`src/hdl/sorted_descending_insert_list_assert.svh`:
```
// Assertion macros for the sorted descending insert list.
// Used by the top level only; depends on nothing.
`ifndef SORTED_DESCENDING_INSERT_LIST_ASSERT_SVH
`define SORTED_DESCENDING_INSERT_LIST_ASSERT_SVH

// Condition holds at every clock edge outside reset.
`define SDIL_ASSERT_ALWAYS(label, clk, rst_n, cond, msg) \
    label: assert property (@(posedge clk) disable iff (!(rst_n)) (cond)) \
        else $error(msg);

// Antecedent at one edge implies consequent at the next edge.
`define SDIL_ASSERT_NEXT(label, clk, rst_n, ante, cons, msg) \
    label: assert property (@(posedge clk) disable iff (!(rst_n)) (ante) |=> (cons)) \
        else $error(msg);

`endif

```
`src/hdl/sdil_pkg.sv`:
```
// Shared types and constants for the sorted descending insert list.
// No dependencies.
package sdil_pkg;

    localparam int DEPTH_DEFAULT = 16;

    localparam int KEY_W  = 10;
    localparam int TAG_W  = 8;
    localparam int SEM_W  = 4;
    localparam int STAT_W = 2;
    localparam int DATA_W = 24;  // key, tag, semester padded to bytes

    // request kinds (tuser on the input side)
    localparam logic REQ_INSERT = 1'b0;
    localparam logic REQ_DUMP   = 1'b1;

    // result status codes (tuser on the output side)
    localparam logic [STAT_W-1:0] STAT_INSERTED = 2'd0;
    localparam logic [STAT_W-1:0] STAT_DROPPED  = 2'd1;
    localparam logic [STAT_W-1:0] STAT_ENTRY    = 2'd2;
    localparam logic [STAT_W-1:0] STAT_EMPTY    = 2'd3;

    typedef struct packed {
        logic [KEY_W-1:0] key;
        logic [TAG_W-1:0] tag;
        logic [SEM_W-1:0] sem;
    } t_rec;

    // control broadcast to every cell
    typedef struct packed {
        logic insert;
        logic rotate;
        t_rec rec;
    } t_chain_ctl;

    typedef enum logic {
        ST_IDLE,
        ST_DUMP
    } t_state;

endpackage

```
`src/hdl/sdil_cell.sv`:
```
// One storage cell of the sorted chain: holds a record, compares it with
// the incoming key and takes data from a neighbor. Uses sdil_pkg.
module sdil_cell import sdil_pkg::*; (
    input  logic       i_clk,
    input  t_chain_ctl i_ctl,
    input  logic       i_occ,      // cell holds a live record
    input  logic       i_last,     // cell is the last live one
    input  logic       i_prev_gt,  // predecessor stays put on insert
    input  t_rec       i_prev,
    input  t_rec       i_next,
    input  t_rec       i_head,
    output logic       o_gt,
    output t_rec       o_rec
);

    t_rec r_rec;
    t_rec n_rec;

    assign o_gt  = i_occ && (r_rec.key > i_ctl.rec.key);
    assign o_rec = r_rec;

    always_comb begin
        n_rec = r_rec;
        if (i_ctl.insert) begin
            if (!o_gt) begin
                n_rec = i_prev_gt ? i_ctl.rec : i_prev;
            end
        end else if (i_ctl.rotate) begin
            n_rec = i_last ? i_head : i_next;
        end
    end

    always_ff @(posedge i_clk) begin
        r_rec <= n_rec;
    end

endmodule

```
`src/hdl/sdil_chain.sv`:
```
// Row of DEPTH cells with neighbor links and per-cell occupancy decode.
// Uses sdil_pkg and sdil_cell.
module sdil_chain import sdil_pkg::*; #(
    parameter int DEPTH = DEPTH_DEFAULT,
    localparam int CW   = $clog2(DEPTH + 1)
) (
    input  logic          i_clk,
    input  t_chain_ctl    i_ctl,
    input  logic [CW-1:0] i_count,
    output t_rec          o_head
);

    t_rec w_rec [DEPTH];
    logic w_gt  [DEPTH];

    assign o_head = w_rec[0];

    for (genvar i = 0; i < DEPTH; i++) begin : g_cell
        localparam logic [CW-1:0] IDX = CW'(i);
        logic w_prev_gt;
        t_rec w_prev;
        t_rec w_next;

        if (i == 0) begin : g_first
            assign w_prev_gt = 1'b1;
            assign w_prev    = i_ctl.rec;
        end else begin : g_mid
            assign w_prev_gt = w_gt[i-1];
            assign w_prev    = w_rec[i-1];
        end

        if (i == DEPTH - 1) begin : g_end
            assign w_next = w_rec[0];
        end else begin : g_inner
            assign w_next = w_rec[i+1];
        end

        sdil_cell u_cell (
            .i_clk     (i_clk),
            .i_ctl     (i_ctl),
            .i_occ     (IDX < i_count),
            .i_last    (IDX == (i_count - 1'b1)),
            .i_prev_gt (w_prev_gt),
            .i_prev    (w_prev),
            .i_next    (w_next),
            .i_head    (w_rec[0]),
            .o_gt      (w_gt[i]),
            .o_rec     (w_rec[i])
        );
    end

endmodule

```
`src/hdl/sorted_descending_insert_list.sv`:
```
// Sorted descending insert list, top level. Uses sdil_pkg, sdil_chain.
// Insert: one beat per cycle when idle and not back-pressured; result in the
//   cycle after acceptance; all cells compare and shift in parallel. Dump
//   of n records: n beats, one per cycle unless back-pressured, all from the
//   DUMP state, which stalls input. Empty dump: one beat, like insert.
// Reset (i_rst_n low, synchronous) empties the list and the output register.
module sorted_descending_insert_list import sdil_pkg::*; #(
    parameter int DEPTH = DEPTH_DEFAULT
) (
    input  logic              i_clk,
    input  logic              i_rst_n,
    // request side
    input  logic              i_s_tvalid,
    output logic              o_s_tready,
    input  logic [DATA_W-1:0] i_s_tdata,   // key_credits[9:0], record_tag[17:10],
                                           // record_semester[21:18], zero pad
    input  logic              i_s_tuser,   // req_type
    // result side
    output logic              o_m_tvalid,
    input  logic              i_m_tready,
    output logic [DATA_W-1:0] o_m_tdata,   // out_key[9:0], out_tag[17:10],
                                           // out_semester[21:18], zero pad
    output logic [STAT_W-1:0] o_m_tuser,   // status
    output logic              o_m_tlast    // last_of_run
);

    localparam int CW = $clog2(DEPTH + 1);
    localparam logic [CW-1:0] FULL = CW'(DEPTH);

    t_state r_state, n_state;
    logic [CW-1:0] r_count, n_count;
    logic [CW-1:0] r_idx, n_idx;        // beats emitted in the current dump

    logic              r_out_valid, n_out_valid;
    logic [DATA_W-1:0] r_out_data,  n_out_data;
    logic [STAT_W-1:0] r_out_user,  n_out_user;
    logic              r_out_last,  n_out_last;

    t_chain_ctl w_ctl;
    t_rec       w_head;
    t_rec       w_in_rec;
    logic       w_load;       // output register free this cycle
    logic       w_accept;
    logic       w_dump_last;

    assign w_in_rec.key = i_s_tdata[KEY_W-1:0];
    assign w_in_rec.tag = i_s_tdata[KEY_W+TAG_W-1:KEY_W];
    assign w_in_rec.sem = i_s_tdata[KEY_W+TAG_W+SEM_W-1:KEY_W+TAG_W];

    // skid-free output register: refill when empty or drained this cycle
    assign w_load      = !r_out_valid || i_m_tready;
    assign o_s_tready  = (r_state == ST_IDLE) && w_load;
    assign w_accept    = i_s_tvalid && o_s_tready;
    assign w_dump_last = (r_idx == (r_count - 1'b1));

    // ---------------- next state ----------------
    always_comb begin
        n_state = r_state;
        unique case (r_state)
            ST_IDLE: begin
                if (w_accept && (i_s_tuser == REQ_DUMP) && (r_count != '0)) begin
                    n_state = ST_DUMP;
                end
            end
            ST_DUMP: begin
                if (w_load && w_dump_last) begin
                    n_state = ST_IDLE;
                end
            end
            default: n_state = ST_IDLE;
        endcase
    end

    // ---------------- outputs and datapath control ----------------
    always_comb begin
        w_ctl.insert = 1'b0;
        w_ctl.rotate = 1'b0;
        w_ctl.rec    = w_in_rec;
        n_count      = r_count;
        n_idx        = r_idx;
        n_out_valid  = r_out_valid && !i_m_tready;
        n_out_data   = r_out_data;
        n_out_user   = r_out_user;
        n_out_last   = r_out_last;
        unique case (r_state)
            ST_IDLE: begin
                n_idx = '0;
                if (w_accept) begin
                    n_out_valid = 1'b1;
                    n_out_data  = '0;
                    n_out_last  = 1'b1;
                    if (i_s_tuser == REQ_INSERT) begin
                        // full list: chain drops its tail (or the newcomer)
                        w_ctl.insert = 1'b1;
                        if (r_count == FULL) begin
                            n_out_user = STAT_DROPPED;
                        end else begin
                            n_out_user = STAT_INSERTED;
                            n_count    = r_count + 1'b1;
                        end
                    end else if (r_count == '0) begin
                        n_out_user = STAT_EMPTY;
                    end else begin
                        // non-empty dump: beats come from the DUMP state
                        n_out_valid = 1'b0;
                    end
                end
            end
            ST_DUMP: begin
                if (w_load) begin
                    // emit head, rotate so the list is restored after n steps
                    w_ctl.rotate = 1'b1;
                    n_idx        = r_idx + 1'b1;
                    n_out_valid  = 1'b1;
                    n_out_data   = DATA_W'({w_head.sem, w_head.tag, w_head.key});
                    n_out_user   = STAT_ENTRY;
                    n_out_last   = w_dump_last;
                end
            end
            default: ;
        endcase
    end

    always_ff @(posedge i_clk) begin
        if (!i_rst_n) begin
            r_state     <= ST_IDLE;
            r_count     <= '0;
            r_idx       <= '0;
            r_out_valid <= 1'b0;
        end else begin
            r_state     <= n_state;
            r_count     <= n_count;
            r_idx       <= n_idx;
            r_out_valid <= n_out_valid;
        end
    end

    always_ff @(posedge i_clk) begin
        r_out_data <= n_out_data;
        r_out_user <= n_out_user;
        r_out_last <= n_out_last;
    end

    sdil_chain #(
        .DEPTH (DEPTH)
    ) u_chain (
        .i_clk   (i_clk),
        .i_ctl   (w_ctl),
        .i_count (r_count),
        .o_head  (w_head)
    );

    assign o_m_tvalid = r_out_valid;
    assign o_m_tdata  = r_out_data;
    assign o_m_tuser  = r_out_user;
    assign o_m_tlast  = r_out_last;

    // ---------------- assertions ----------------
`include "sorted_descending_insert_list_assert.svh"

    `SDIL_ASSERT_ALWAYS(a_count_bound, i_clk, i_rst_n, r_count <= FULL, "count above depth")
    `SDIL_ASSERT_NEXT(a_insert_result, i_clk, i_rst_n, w_accept && (i_s_tuser == REQ_INSERT), o_m_tvalid && o_m_tlast && (o_m_tuser == STAT_INSERTED || o_m_tuser == STAT_DROPPED), "insert gave no single result")
    `SDIL_ASSERT_NEXT(a_count_step, i_clk, i_rst_n, w_accept && (i_s_tuser == REQ_INSERT) && (r_count != FULL), r_count == $past(r_count) + 1'b1, "count not bumped on insert")
    `SDIL_ASSERT_ALWAYS(a_dump_stall, i_clk, i_rst_n, (r_state != ST_DUMP) || !o_s_tready, "request taken during dump")

endmodule
```
`config.mk`:
```
export PLATFORM = sky130hd
export DESIGN_NAME = sorted_descending_insert_list
export DESIGN_NICKNAME = d
export VERILOG_FILES = /design/src/hdl/sdil_pkg.sv /design/src/hdl/sdil_cell.sv /design/src/hdl/sdil_chain.sv /design/src/hdl/sorted_descending_insert_list.sv
export VERILOG_INCLUDE_DIRS = /design/src /design/src/hdl
export SDC_FILE = /design/constraint.sdc
export NUM_CORES = 1
export LEC_CHECK = 0
export BUFFER_PORTS_ARGS = -buffer_cell sky130_fd_sc_hd__buf_2
export CORE_MARGIN = 3
export CORE_UTILIZATION = 25
export DETAILED_ROUTE_END_ITERATION = 16
export GPL_ROUTABILITY_DRIVEN = 0
export PLACE_DENSITY = 0.48
export SLEW_MARGIN = 5
export SYNTH_ARGS = -nofsm -noshare
export SYNTH_HDL_FRONTEND = slang
export SYNTH_SLANG_ARGS = --single-unit
```
`constraint.sdc`:
```
create_clock -name i_clk -period 8.3 [get_ports i_clk]
set_clock_uncertainty 0.15 [all_clocks]
set_input_delay 1.245 -clock i_clk [delete_from_list [all_inputs] [get_ports i_clk]]
set_output_delay 1.245 -clock i_clk [all_outputs]
set_load 0.1 [all_outputs]
```
==> metrics list, run 1 <==
* Avg Vias per Cell: roughly 5.5
- The finished cells cover between 20,000 and 30,000 µm².
* Delay contributed by the slowest stage of the critical path: between 0.6 and 0.7 ns
- Internal power comes to just under 4 mW.
- Total congestion overflow after global routing: 0
* Arrival time at the worst endpoint: between 5 and 6 ns
* Type of destination of the critical path: flop
* Highest-count cells in the layout ignoring fill and taps: sky130_fd_sc_hd__edfxtp_1, sky130_fd_sc_hd__mux2i_1, sky130_fd_sc_hd__nand2_1
- Fin. max-slew vios: 0
- Of the total synthesized cell area, the portion taken by full adders, half adders and majority gates is 0.0793.
- For the pin with the worst max-slew slack, the measured transition is 1.24 ns.
* Initial Util: 0.253
* Final-report hold violation count: 0
* Sequential fraction of the synthesis area: 0.439
- P&R area growth vs syn: 11.8%
- At the worst endpoint, the required time is 8.41 ns.
- Net Sw Power: roughly 1.8 mW
- Top FF cell, synth: sky130_fd_sc_hd__edfxtp_1
- Derived from the worst setup path, the maximum achievable clock frequency is 194 MHz.
- Logic pwr share: 0.192
- First-pass GRT wire length: about 150,000 µm
- After routing, the total negative slack on setup checks comes to 0 ns.
- Number of nets at the end of the flow: ~2,600
- In this run, post-CTS repair resized a total of 0 instances.
- After synthesis the netlist holds a flip-flop and latch count of ~400.
* Count of flip-flops with a built-in enable after synthesis: between 300 and 400
- The critical path crosses 11 cells after its start point.
* Count of H-tree levels built during CTS: 2
- After the first detailed-routing iteration, the DRC count stood at 2,271.
* Combined buffer and inverter count along the critical path: 4
* RSZ-0062 raised after global routing: false
- Of the post-synthesis cell area, the dominant cell type holds 0.430.
* Die outline width: 331 µm
* Simple-gate share of the synthesized area: 0.114
* Maximum number of pins on one net before global-route repair: between 100 and 150
- The cell sitting at the root of the clock tree is a sky130_fd_sc_hd__clkbuf_16.
- After detailed routing, the number of remaining DRC violations is 0.
- For this design, the CTS-stage hold fixing added 0 buffers.
* Fraction of power consumed by the clock network: 0.357
- Pin placement for this block handled 58 I/O pins.
- XOR/XNOR share of the synthesized area: 0.00465
* Library cell occupying the most area in the post-synthesis netlist: sky130_fd_sc_hd__edfxtp_1
- Status: finished, final reports clean
* Leading cell types by total area after synthesis: sky130_fd_sc_hd__edfxtp_1, sky130_fd_sc_hd__mux2i_1, sky130_fd_sc_hd__ha_1
- The critical path is of the in -> reg type.
- Post-synthesis mux area share: 0.143
* Static power due to leakage: between 10 and 15 nW
- Number of clock sinks seen by CTS: approximately 390
* Number of different library cells in the post-synthesis netlist: 73
- Clock-pin slew was measured on the worst setup and hold paths at roughly 0.060 ns.
* Fraction of the mapped netlist area in compound gates: 0.171
* Number of clock buffers inserted by TritonCTS: 45
- Antenna violations before repair: 4
- Peak supply drop: between 0.15 and 0.2 mV
* Tightest Hold Check Type: reg -> reg
* Clock latency at the later pin of the worst-skew pair: around 0.62 ns
* Floorplan row count: 118
- Headroom to the max-slew limit came out at 0.173.
- Cell family with the largest share of critical-path delay: buffers and inverters
- For this run, the number of Yosys warnings is 0.
- Estimated wirelength of the detail-placed design: ~67,000 µm
- Commonest non-fill, non-tap cell in the layout: sky130_fd_sc_hd__edfxtp_1
- Detailed-route wire length: between 100,000 and 150,000 µm
* Critical path cell sequence: buf_2, inv_1, ha_1, a21o_1, a21oi_1, o31ai_1, o31ai_4, buf_4, nand2_1, nand2_1, buf_4
- Once detail routing completed, the nets flagged for antenna violations numbered 0.
- Setup ws final: 3.13 ns
- Post-DR wirelength/cell: about 28 µm
* R2R depth: 8
- Critical path fanouts, max: 43
* Fraction of registers with async set/reset: 0
* Count of vias placed by the detailed router: about 21,000
- Largest family of logic cells by synthesized area: compound AO/OA/AOI/OAI gates
* Number of stages on the worst hold path: 2
- For this design the ratio of total power to cell area is 190 nW/µm².
- The first TritonRoute pass finished after 5 iterations.
- Across the run, the number of max-cap violations was 0.
* Clock tree from TritonCTS: done
* Worst-case setup slack after placement: between 2 and 2.5 ns
- Crit start category: input port
- Number of buffers on the longest clock path: 3
- Average footprint of a synthesized cell: approximately 11 µm²
- Final critical-path required period: between 5 and 6 ns
- In this run the cell area of the synthesized design comes to 26,400 µm².
- FILL cells: 10,900
- In this run the cell area measured after placement is between 20,000 and 30,000 µm².
- Setup violators final: 0
- CORE AREA: between 100,000 and 150,000 µm²
- In the finished design, the share of the clock period the worst path needs comes to 0.623.
- Input and output buffers added on the ports amount to 53.
- Die area: approximately 110,000 µm²
* Fraction of layout instances using a drive strength above 1: 0.122
* Number of global-route vias before repair: 20,000
* Cell with the largest stage delay on the worst path: sky130_fd_sc_hd__nand2_1
* Net switching fraction of the power: 0.313
- Setup Fix Bufs, Post-CTS: 0
- Chip height: 331 µm
- Of the total power, registers draw 0.451.
* GRT Total Usage: 0.189
* Syn Inst Count: approximately 2,500
## synth_stat cells, drive strengths merged (9+ instances only)
cell type	number
nand2b	16
edfxtp	377
nor2b	40
nor2	176
and3	9
a211oi	28
xnor2	9
a221oi	47
and2	31
o21a	36
ha	167
inv	54
o31ai	57
buf	99
o311a	44
a31oi	9
nand3	60
nand4	19
o21ai	35
dfxtp	12
a21oi	156
nand2	208
clkbuf	125
and4	13
a21o	32
o221a	67
nor3	47
a22oi	52
mux2i	376
## routing by layer
metal,vias to the layer above,GRT usage,part of all wire,wire (µm)
met3,189,0.0207,0.063,6650
met2,841,0.304,0.46,48600
li1,9332,-,-,-
met5,-,0,0,0
met1,10600,0.257,0.44,46400
met4,0,0.0755,0.041,4310
## path summary, 6_finish.rpt
check	startpoint	to	slack, ns
setup / recovery	i_s_tdata[8]	u_chain.g_cell[6].u_cell.o_rec[16]	3.13
hold / removal	r_idx[1]	r_idx[1]	0.36
setup reg to reg	u_chain.g_cell[0].u_cell.o_rec[19]	u_chain.g_cell[0].u_cell.o_rec[8]	4.18
hold reg to reg	r_idx[1]	r_idx[1]	0.36
## registers in the layout (all words and copies together) (netlist names)
name and count:
r_state 1, o_m_tdata 22, o_m_tvalid 1, u_chain.g_cell.u_cell.o_rec 352
o_m_tlast 1, o_m_tuser 2, r_idx 5, r_count 5
## logic make-up (layout without fill, tap and decap cells)
group,count (synthesis),after routing
XOR/XNOR,14,14
adder cells (fa/ha/maj),167,167
AND/OR/NAND/NOR,635,635
other,1,3
buffers and inverters,278,253
multiplexers,377,377
flip-flops,389,389
AO/OA/AOI/OAI,598,598
## stage by stage
| stage | hold slack [ns] | instances | util | power [mW] |
|---|---|---|---|---|
| after CTS | 0.365 | 3815 | 0.283 | 5.64 |
| after floorplan | 0.324 | 2460 | - | 3.23 |
| after global placement | 0.349 | 3737 | 0.270 | 3.62 |
| final | 0.363 | 3816 | 0.283 | 5.61 |
| after global routing | 0.397 | 3815 | 0.283 | 5.81 |
| after detailed placement | 0.357 | 3737 | 0.270 | 3.63 |
## final cells by class
class | count | area [µm²] | area share
multi-input combinational | 1793 | 13700 | 0.467
sequential | 389 | 11600 | 0.393
clock buffer | 56 | 1190 | 0.0404
tap | 1380 | 1730 | 0.0586
inverter | 54 | 203 | 0.00688
antenna | 1 | 2.50 | 0.0000850
clock inverter | 22 | 199 | 0.00675
timing repair buffer | 121 | 826 | 0.0280
## worst min-delay path, delay by kind of cell (launching register included)
family | cells | cell delay (ns)
AO/OA/AOI/OAI | 1 | 0.05
flip-flops | 1 | 0.35
AND/OR/NAND/NOR | 1 | 0.07
## power by group through the flow
| stage | clock [mW] | combinational, mW | sequential (mW) |
|---|---|---|---|
| after floorplan | 0 | 0.679 | 2.55 |
| after global placement | 0 | 1.06 | 2.57 |
| after detailed placement | 0 | 1.06 | 2.57 |
| after CTS | 2.05 | 1.07 | 2.52 |
| after global routing | 2.11 | 1.17 | 2.54 |
| final | 2.00 | 1.08 | 2.53 |
Note: power is estimated with default switching activity, not from simulation.
==> run 2: changes to the inputs <==
==> constraint.sdc (replaced) <==
create_clock -name i_clk -period 5 [get_ports i_clk]
set_clock_uncertainty 0.15 [all_clocks]
set_input_delay 0.75 -clock i_clk [delete_from_list [all_inputs] [get_ports i_clk]]
set_output_delay 0.75 -clock i_clk [all_outputs]
set_load 0.1 [all_outputs]
==> metrics list, run 2 (synthesized netlist as in run 1, its figures left out) <==
- The average routed wire per standard cell was 27.3 µm (was 27.8 µm).
- Fin. max-slew vios: 0 (unchanged)
- The power density over the cells came to 317 nW/µm² (was 190 nW/µm²).
* Placement Cell Area: 28,600 µm² (was 28,100 µm²)
- Crit start category: flop (was input port)
- The net load switching power is 2.96 mW (was 1.76 mW).
- Antenna violations before repair: 4 (unchanged)
* Commonest non-fill, non-tap cell in the layout: sky130_fd_sc_hd__edfxtp_1 (unchanged)
- Fraction of power consumed by the clock network: 0.367 (was 0.357)
* Critical path type: reg -> reg (was in -> reg)
* Fraction of the cycle the final worst path needs: 0.749
- Actual transition at the worst max-transition pin: 1.08 ns (was 1.24 ns)
- The post-route total power is 9.55 mW (was 5.61 mW).
- Relative slew slack: 0.276 (was 0.173)
- Based on the critical path, the design can be clocked at up to roughly 270 MHz.
* Total negative slack: 0 ns (unchanged)
- The core area is 104,000 µm² (unchanged).
- Max FFs per register: 352 (unchanged)
- The final net count is 2,662 (was 2,600).
* Number of stages on the worst hold path: 3 (was 2)
* Number of clock buffers inserted by TritonCTS: 45 (unchanged)
- The area of all placed cells without fillers was 30,100 µm² (was 29,500 µm²).
* Type of destination of the critical path: flop (unchanged)
* Static power due to leakage: 12.0 nW (was 11.6 nW)
* Die area: 109,000 µm² (unchanged)
- Count of vias placed by the detailed router: 20,900 (was 21,000)
- The worst min-delay path category is in -> reg (was reg -> reg).
* Avg Vias per Cell: 5.39 (was 5.50)
* Clock latency at the later pin of the worst-skew pair: 0.61 ns (was 0.62 ns)
* Die outline width: 331 µm (unchanged)
* Clock root buffer master: sky130_fd_sc_hd__clkbuf_16 (unchanged)
- The number of gates resized after CTS was 0 (unchanged).
- Chip height: 331 µm (unchanged)
- Floorplan row count: 118 (unchanged)
- Status: finished, final reports clean (unchanged)
- FILL cells: 10,800 (was 10,900)
* Count of H-tree levels built during CTS: 2 (unchanged)
* Number of iterations in the first detailed-routing pass: 5 (unchanged)
- Seq pwr share: 0.438 (was 0.451)
* Detailed-route wire length: 106,000 µm (about the same)
- GRT Total Usage: 0.190 (was 0.189)
- The post-CTS setup-driven buffer insertion count is 0 (unchanged).
- The max-cap violation count was 0 (unchanged).
- The final antenna-violating net count is 0 (unchanged).
- Highest-count cells in the layout ignoring fill and taps: sky130_fd_sc_hd__edfxtp_1, sky130_fd_sc_hd__mux2i_1, sky130_fd_sc_hd__nand2_1 (unchanged).
* Peak supply drop: 0.281 mV (was 0.163 mV)
* Logic pwr share: 0.195 (was 0.192)
* Clock edge transition at the registers on the reported setup and hold paths: 0.06 ns (about the same)
* Boundary pin count: 58 (unchanged)
- The required time at the endpoint of the critical path is 5.17 ns (was 8.41 ns).
- Final-report hold violation count: 0 (unchanged)
* Fraction of layout instances using a drive strength above 1: 0.145 (was 0.122)
- The number of endpoints failing setup at the final stage is 0 (unchanged).
- Cell Int Power: 6.59 mW (was 3.85 mW)
* Maximum number of pins on one net before global-route repair: 162 (was 147)
- Estimated wirelength of the detail-placed design: 71,300 µm (was 67,000 µm)
* Number of buffers on the longest clock path: 3 (unchanged)
- The fraction of the core area covered by cells at the end of the flow came to 0.289 (was 0.283).
- Total congestion overflow after global routing: 0 (unchanged)
- The area added between synthesis and finish is 14.2% (was 11.8%).
- Drt drc: 0 (unchanged)
* Number of clock sinks seen by CTS: 389 (unchanged)
- The number of I/O port buffers is 53 (unchanged).
- The number of buffers inserted by hold repair at cts came to 0 (unchanged).
- The initial core utilization is 0.253 (unchanged).
* Number of global-route vias before repair: 20,500 (was 20,000)
- For the finished layout, the period the worst path requires is around 3.7 ns.
- First-pass GRT wire length: 151,000 µm (was 150,000 µm)
* Net switching fraction of the power: 0.310 (was 0.313)
* Count of routing violations after the opening detailed-route iteration: 2,253 (was 2,271)
- The signal arrival time at the worst endpoint is 3.91 ns (was 5.28 ns).
* R2R depth: 8 (unchanged)
* Critical path fanouts, max: 22 (was 43)
- The TritonCTS clock tree is done (unchanged).
- RSZ-0062 raised after global routing: false (unchanged).
[run 2: final cells by class]
type | instances | area, µm² | share of cell area
inverters | 54 | 203 | 0.00674
diodes | 3 | 7.51 | 0.000249
repair buffers | 183 | 1350 | 0.0450
multi-input cells | 1793 | 13700 | 0.457
clock inverters | 20 | 219 | 0.00728
well taps | 1380 | 1730 | 0.0574
clock buffers | 63 | 1280 | 0.0424
flip-flops and latches | 389 | 11600 | 0.384
[run 2: path summary, 6_finish.rpt]
path | from | endpoint | slack (ns)
min | i_s_tvalid | o_m_tvalid | 0.30
max reg2reg | r_count[1] | u_chain.g_cell[13].u_cell.o_rec[7] | 1.26
max | r_count[1] | u_chain.g_cell[13].u_cell.o_rec[7] | 1.26
min reg2reg | r_idx[1] | r_idx[1] | 0.37
[run 2: per-layer routing]
| metal | GRT usage | share of wire | routed length [µm] | vias up |
|---|---|---|---|---|
| li1 | - | - | - | 9461 |
| met1 | 0.259 | 0.45 | 47300 | 10500 |
| met2 | 0.306 | 0.45 | 48100 | 844 |
| met3 | 0.0326 | 0.070 | 7390 | 154 |
| met4 | 0.0584 | 0.031 | 3280 | 0 |
| met5 | 0 | 0 | 0 | - |
[run 2: power by group through the flow]
stage	combinational, mW	sequential (mW)	clock (mW)
global route	2.01	4.20	3.68
finish	1.86	4.18	3.51
CTS	1.84	4.17	3.59
detailed placement	1.84	4.24	0
floorplan	1.13	4.23	0
global placement	1.82	4.23	0
[run 2: stage by stage]
stage / cells / hold slack, ns / worst slack (ns)
final: 3885 / 0.303 / 1.26
after global routing: 3885 / 0.319 / 1.06
after CTS: 3882 / 0.274 / 1.36
after detailed placement: 3799 / 0.357 / 0.784
after global placement: 3799 / 0.354 / 0.812
after floorplan: 2460 / 0.324 / 0.0324
[run 2: critical path: stages (launching register included)]
cell	delay, ns
sky130_fd_sc_hd__dfxtp_1	0.77
sky130_fd_sc_hd__inv_1	0.19
sky130_fd_sc_hd__ha_1	0.35
sky130_fd_sc_hd__nor2b_1	0.16
sky130_fd_sc_hd__a21oi_1	0.06
sky130_fd_sc_hd__o31ai_2	0.48
sky130_fd_sc_hd__nand2_2	0.71
sky130_fd_sc_hd__mux2i_1	0.43
sky130_fd_sc_hd__a221oi_1	0.13
